[src/rtl/pli_pkg.sv]
// pli_pkg: shared types, codes and defaults for the piecewise linear interpolator
// no dependencies; imported by pli_ctrl, pli_dp and piecewise_linear_interpolator
package pli_pkg;

  localparam int unsigned TABLE_DEPTH_DEF = 256;

  localparam logic CMD_LOAD  = 1'b0;
  localparam logic CMD_QUERY = 1'b1;

  typedef struct packed {
    logic               command;
    logic        [7:0]  entry_index;
    logic signed [31:0] x_value;
    logic signed [31:0] y_value;
  } pli_in_t;

  typedef struct packed {
    logic signed [31:0] y_result;
    logic               saturated;
  } pli_out_t;

  typedef enum logic [2:0] {
    ADDR_ZERO,
    ADDR_LAST,
    ADDR_MID,
    ADDR_N0,
    ADDR_N1
  } addr_sel_t;

  typedef enum logic [3:0] {
    ST_IDLE,
    ST_F0_A,
    ST_F0_U,
    ST_L_A,
    ST_L_U,
    ST_S_A,
    ST_S_U,
    ST_S_END,
    ST_P0_A,
    ST_P0_U,
    ST_P1_A,
    ST_P1_U,
    ST_MUL,
    ST_DIV,
    ST_FIN,
    ST_DONE
  } state_t;

  // controller to datapath
  typedef struct packed {
    logic      load_wr;
    logic      start;
    addr_sel_t addr_sel;
    logic      first_u;
    logic      last_u;
    logic      srch_u;
    logic      seg_end;
    logic      p0_u;
    logic      p1_u;
    logic      mul;
    logic      div_step;
    logic      fin;
    logic      ret_y0;
    logic      out_load;
  } pli_cmd_t;

  // datapath to controller
  typedef struct packed {
    logic q_lt_x;
    logic cnt_zero;
    logic q_eq_x;
    logic n1_none;
    logic x_eq_x0;
    logic div_last;
  } pli_sts_t;

endpackage

[src/rtl/pli_ctrl.sv]
// pli_ctrl: sequencer for table loads, the binary search, multiply and divide
// depends on pli_pkg
module pli_ctrl
  import pli_pkg::*;
(
  input  logic     clk,
  input  logic     rst_n,
  input  logic     in_valid,
  input  logic     in_is_query,
  output logic     in_ready,
  input  logic     out_ready,
  output logic     out_valid,
  output pli_cmd_t cmd,
  input  pli_sts_t sts
);

  state_t state_r, state_nxt;
  logic   out_valid_r, out_valid_nxt;
  logic   in_fire;

  assign in_ready  = (state_r == ST_IDLE);
  assign in_fire   = in_valid && in_ready;
  assign out_valid = out_valid_r;

  always_ff @(posedge clk) begin
    if (!rst_n) begin
      state_r     <= ST_IDLE;
      out_valid_r <= 1'b0;
    end else begin
      state_r     <= state_nxt;
      out_valid_r <= out_valid_nxt;
    end
  end

  always_comb begin
    state_nxt     = state_r;
    cmd           = '0;
    cmd.addr_sel  = ADDR_ZERO;
    out_valid_nxt = out_valid_r && !out_ready;
    case (state_r)
      ST_IDLE: begin
        if (in_fire) begin
          if (in_is_query) begin
            cmd.start = 1'b1;
            state_nxt = ST_F0_A;
          end else begin
            cmd.load_wr = 1'b1;
          end
        end
      end
      ST_F0_A: begin
        cmd.addr_sel = ADDR_ZERO;
        state_nxt    = ST_F0_U;
      end
      ST_F0_U: begin
        cmd.first_u = 1'b1;
        state_nxt   = sts.q_lt_x ? ST_P0_A : ST_L_A;
      end
      ST_L_A: begin
        cmd.addr_sel = ADDR_LAST;
        state_nxt    = ST_L_U;
      end
      ST_L_U: begin
        cmd.last_u = 1'b1;
        state_nxt  = sts.q_lt_x ? ST_S_A : ST_P0_A;
      end
      ST_S_A: begin
        cmd.addr_sel = ADDR_MID;
        state_nxt    = sts.cnt_zero ? ST_S_END : ST_S_U;
      end
      ST_S_U: begin
        cmd.srch_u = 1'b1;
        state_nxt  = ST_S_A;
      end
      ST_S_END: begin
        cmd.seg_end = 1'b1;
        state_nxt   = ST_P0_A;
      end
      ST_P0_A: begin
        cmd.addr_sel = ADDR_N0;
        state_nxt    = ST_P0_U;
      end
      ST_P0_U: begin
        cmd.p0_u = 1'b1;
        if (sts.q_eq_x || sts.n1_none) begin
          cmd.ret_y0 = 1'b1;
          state_nxt  = ST_DONE;
        end else begin
          state_nxt = ST_P1_A;
        end
      end
      ST_P1_A: begin
        cmd.addr_sel = ADDR_N1;
        state_nxt    = ST_P1_U;
      end
      ST_P1_U: begin
        cmd.p1_u = 1'b1;
        if (sts.x_eq_x0) begin
          cmd.ret_y0 = 1'b1;
          state_nxt  = ST_DONE;
        end else begin
          state_nxt = ST_MUL;
        end
      end
      ST_MUL: begin
        cmd.mul   = 1'b1;
        state_nxt = ST_DIV;
      end
      ST_DIV: begin
        cmd.div_step = 1'b1;
        if (sts.div_last) begin
          state_nxt = ST_FIN;
        end
      end
      ST_FIN: begin
        cmd.fin   = 1'b1;
        state_nxt = ST_DONE;
      end
      ST_DONE: begin
        if (!out_valid_r || out_ready) begin
          cmd.out_load  = 1'b1;
          out_valid_nxt = 1'b1;
          state_nxt     = ST_IDLE;
        end
      end
      default: begin
        state_nxt = ST_IDLE;
      end
    endcase
  end

`ifndef SYNTHESIS
  a_query_starts: assert property (@(posedge clk) disable iff (!rst_n)
    in_fire && in_is_query |=> state_r == ST_F0_A)
    else $error("query did not start the search");
  a_div_to_fin: assert property (@(posedge clk) disable iff (!rst_n)
    state_r == ST_DIV && sts.div_last |=> state_r == ST_FIN)
    else $error("divider end not followed by finish");
  a_done_shows: assert property (@(posedge clk) disable iff (!rst_n)
    cmd.out_load |=> out_valid_r && state_r == ST_IDLE)
    else $error("finished word not presented");
`endif

endmodule

[config.mk]
export PLATFORM = sky130hd
export DESIGN_NAME = pli_ctrl
export DESIGN_NICKNAME = d
export VERILOG_FILES = /design/src/rtl/pli_pkg.sv /design/src/rtl/pli_ctrl.sv
export SDC_FILE = /design/constraint.sdc
export NUM_CORES = 1
export LEC_CHECK = 0
export BUFFER_PORTS_ARGS = -buffer_cell sky130_fd_sc_hd__buf_2
export CORE_AREA = 2 2 39 41
export CTS_BUF_LIST = sky130_fd_sc_hd__clkbuf_4
export DETAILED_ROUTE_END_ITERATION = 16
export DIE_AREA = 0 0 41 43
export PLACE_DENSITY = 0.71
export RECOVER_POWER = 25
export SKIP_CTS_REPAIR_TIMING = 1
export SLEW_MARGIN = 20
export SYNTH_ARGS = -nofsm -noshare
export SYNTH_HDL_FRONTEND = slang
export SYNTH_SLANG_ARGS = --single-unit
export TNS_END_PERCENT = 10
[constraint.sdc]
create_clock -name clk -period 1.45 [get_ports clk]
set_input_delay 0.145 -clock clk [delete_from_list [all_inputs] [get_ports clk]]
set_output_delay 0.145 -clock clk [all_outputs]
set_load 0.01 [all_outputs]
## Yosys cells after proc, flatten, opt, wreduce, memory -nomap -nowiden

Cells that the tools add are included.

| word-level totals | value |
|---|---|
| register bits after elaboration | 5 |
| bits in latches | 0 |
| bits in writable memories | 0 |
| ROM bits | 0 |
| input bits | 11 |
| memories | 0 |

| cells by class | value |
|---|---|
| add/subtract/negate cells | 0 |
| $mul | 0 |
| divide/modulo/power cells | 0 |
| $lt $le $gt $ge | 0 |
| equality and inequality tests | 19 |
| shift-type cells | 0 |
| mux-type cells | 31 |
| bitwise gates (word level) | 0 |
| reduce and logical (&&, ||, !) cells | 8 |

Operators with widths:

| cell | count |
|---|---|
| $pmux W4 S16 | 1 |
| $eq A4 B4 Y1 const B | 8 |
| $mux W4 | 6 |
| $mux W1 | 18 |
| $eq A4 B3 Y1 const B | 4 |
| $pmux W3 S4 | 1 |
| $eq A4 B2 Y1 const B | 2 |
| $mux W2 | 3 |
| $ne A2 B2 Y1 const B | 3 |
| $eq A4 B1 Y1 const B | 1 |
| $logic_not A4 Y1 | 1 |
| $reduce_and A4 Y1 | 1 |
| $mux W3 | 1 |
| $logic_and A1 B1 Y1 | 2 |
| $logic_not A1 Y1 | 2 |
| $logic_or A1 B1 Y1 | 2 |
| $ne A2 B1 Y1 const B | 1 |
| $pmux W1 S2 | 1 |

## Longest topological paths before layout

| logic depth | value |
|---|---|
| word-level depth | 4 |
| gate-level depth with buffers | 6 |
| depth with buffers taken out | 4 |

## Worst setup path before layout

OpenSTA, ideal clock, no wires.

| timing path | value |
|---|---|
| path type | reg2out |
| from | register state_r[0] |
| to | output cmd[15] (netlist name) |
| data arrival time | 1.194 ns |
| required time | 1.305 ns |
| path slack | 0.111 ns |
| cell stages (with the launch flop) | 5 |
| buffers on the path | 1 |
| path through | dfxtp_1 > buf_2 > nor4_2 > nand2_1 > nor2_1 |

RTL lines:

| element | RTL line | text |
|---|---|---|
| start, declared | pli_ctrl.sv:17 | `state_t state_r, state_nxt;` |
| start signal, assigned | pli_ctrl.sv:30 | `state_r <= state_nxt;` |
| end, declared | pli_ctrl.sv:13 | `output pli_cmd_t cmd,` |

==> metrics <==
outcome=complete, but fails checks; failing checks=setup timing; total of max-cap violations=0; hold crit path type=input port to flop; Int Pwr=0.0008993 W; share of layout cells above drive strength 1=51.26%; Clk Latency, worst-skew pair=0.25 ns; synthesized area=509.2 sq um; worst reg2reg setup slack=0.05 ns; PortBufs=28; Final Critical Period=1.481 ns; Most used DFF post-synth=dfxtp_1; Die Y=43 um; CP Launch Type=flop; GRT Util Overall=19.50%; top cell type's share of synthesized area=19.66%; CP endpoint kind=output port; Combinational Power Share=70.2%; Placeable Area=1384 sq um; DRC viols=0; CTS Buffer Depth=2; WP data arrival=1.34 ns; library cells used by synthesis=32; Worst Tran Pin Value=0.4425 ns; Pwr Density=1854 nW/um^2; Max transition margin=70.50%; Cells after Synth=76; Synth warnings=0; Fin. Hold Viols=0; Peak Freq=0.6750 GHz; Num CTS Buffers=3; clk slew on worst S/H paths=0.05 ns; CTS sink cnt=5; clock power share=11.7%; routed vias=747; post-synthesis sequential area ratio=19.66%; IO Pins=29; maximum vdd ir drop=0.0008388 V; grt ovf=0; Switch Pwr=0.0006916 W; leading area contributor after synthesis=dfxtp_1; die width=41 um; part of the cycle the worst path needs=102.2%; Final setup viols=4; RSZ-0062 raised after global routing=true; syn nets=87; final wirelength=1812 um; Net Sw Frac=43.47%; Total Power=0.001591 W; largest net degree at the start of global routing=16; DR iter-0 viols=38; area grow syn2layout=68.55%; ranking of synthesized cells by area=dfxtp_1 20%, nor2_1 11%, nand2_1 6.6%; Setup WS post-layout=-0.03141 ns; final net count=131; Lkg Pwr=0.4343 nW; crit path max fanout=9; ANT cells=0; Root Buffer=clkbuf_4; ys async rst share=0%; Sequential Power Share=18.1%; CTS tree=built; Post-synth EDFFs=0; vias in the first global route=583; Crit Path Class=flop to output port; die area=1763 sq um; antenna violations before repair=0; Clock Skews=0.001644 ns; final core utilization=62.03%; per-cell routed wire length=13.42 um; Post-Syn Area per Cell=6.701 sq um; Placer Congestion=0.8888; vias per cell=5.533; hpwl dp=1116 um; num rows=14; DR pass1 iterations=4; first-pass GRT wire length=2304 um; Initial Util=36.80%; Seq cells post-synth=5; max-slew violation count=0; Req. time, crit path=1.31 ns; Final ANT Viol Nets=0; H-tree depth=1
synth_stat cells (2+ instances only):
cell      instances
nand2b_1          4
buf_2             3
dfxtp_1           5
nor2_1           15
nor3_1            5
and3_1            2
nand2_1           9
nor2b_1           3
a21oi_1           5
inv_1             3
power by group through the flow:
stage               logic, W  registers (W)  clock network [W]
finish               0.00112       0.000288           0.000186
global route         0.00119       0.000295           0.000207
CTS                 0.000805       0.000245           0.000189
detailed placement  0.000800       0.000248                  0
global placement    0.000796       0.000248                  0
floorplan           0.000589       0.000211                  0
flip-flops by register name, summed over array words and instances (netlist names):
name	cells
out_valid	1
state_r	4
layer usage:
metal	global-route usage, %	vias to the layer above	part of all wire, %
li1	-	356	-
met1	20.65	328	36
met2	29.69	54	52
met3	5.759	9	8.1
met4	16.00	0	3.5
met5	0	-	0
cell type report:
class | count | area [sq um]
Multi-Input combinational cell | 63 | 402.9
Timing Repair Buffer | 44 | 281.5
Inverter | 3 | 11.26
Clock buffer | 4 | 30.03
Sequential cell | 5 | 112.6
Fill cell | 125 | 525.5
Tap cell | 16 | 20.02
critical path: stages (launching register included):
cell      delay [ns]
dfxtp_4         0.37
nand2b_1        0.18
nor3_2          0.18
buf_4           0.15
a21o_1          0.09
buf_2           0.13
cell usage in the layout, fill, tap and decap left out, types with 2 or more instances in the layout:
cell type	n
dfxtp_4	3
buf_4	11
and3_1	2
nand2b_1	3
buf_6	4
nand2_1	8
nor2b_1	2
clkbuf_4	4
nor2_1	14
a21oi_1	5
nor3_1	2
inv_1	3
nor3_2	3
buf_2	27
final timing paths:
check | startpoint | endpoint | cells after the start
worst max register to register | state_r[1]$_SDFFE_PN0P_ | state_r[2]$_SDFFE_PN0P_ | 6
worst min register to register | out_valid$_SDFF_PN0_ | out_valid$_SDFF_PN0_ | 2
worst max-delay path | state_r[2]$_SDFFE_PN0P_ | cmd[1] | 5
worst min-delay path | rst_n | state_r[0]$_SDFFE_PN0P_ | 3
cell families (layout without fill, tap and decap cells):
kind of cell	after synthesis	in the layout	synth area share, %
compound gates	19	19	28.75
buf+inv	8	51	8.845
flops	5	5	19.66
simple gates	44	44	42.75
metrics by stage:
step	cells	hold WS, ns	setup TNS (ns)	worst slack [ns]	cell area (sq um)
after global placement	124	0.4207	0	0.02850	703.2
after CTS	128	0.1670	-0.9362	-0.2277	733.2
final	135	0.1647	-0.1040	-0.03141	858.3
after floorplan	76	0.2611	0	0.1110	509.2
after global routing	135	0.1623	-0.5314	-0.1140	858.3
after detailed placement	124	0.4275	0	0.03935	703.2
(Power assumes the default switching activity.)
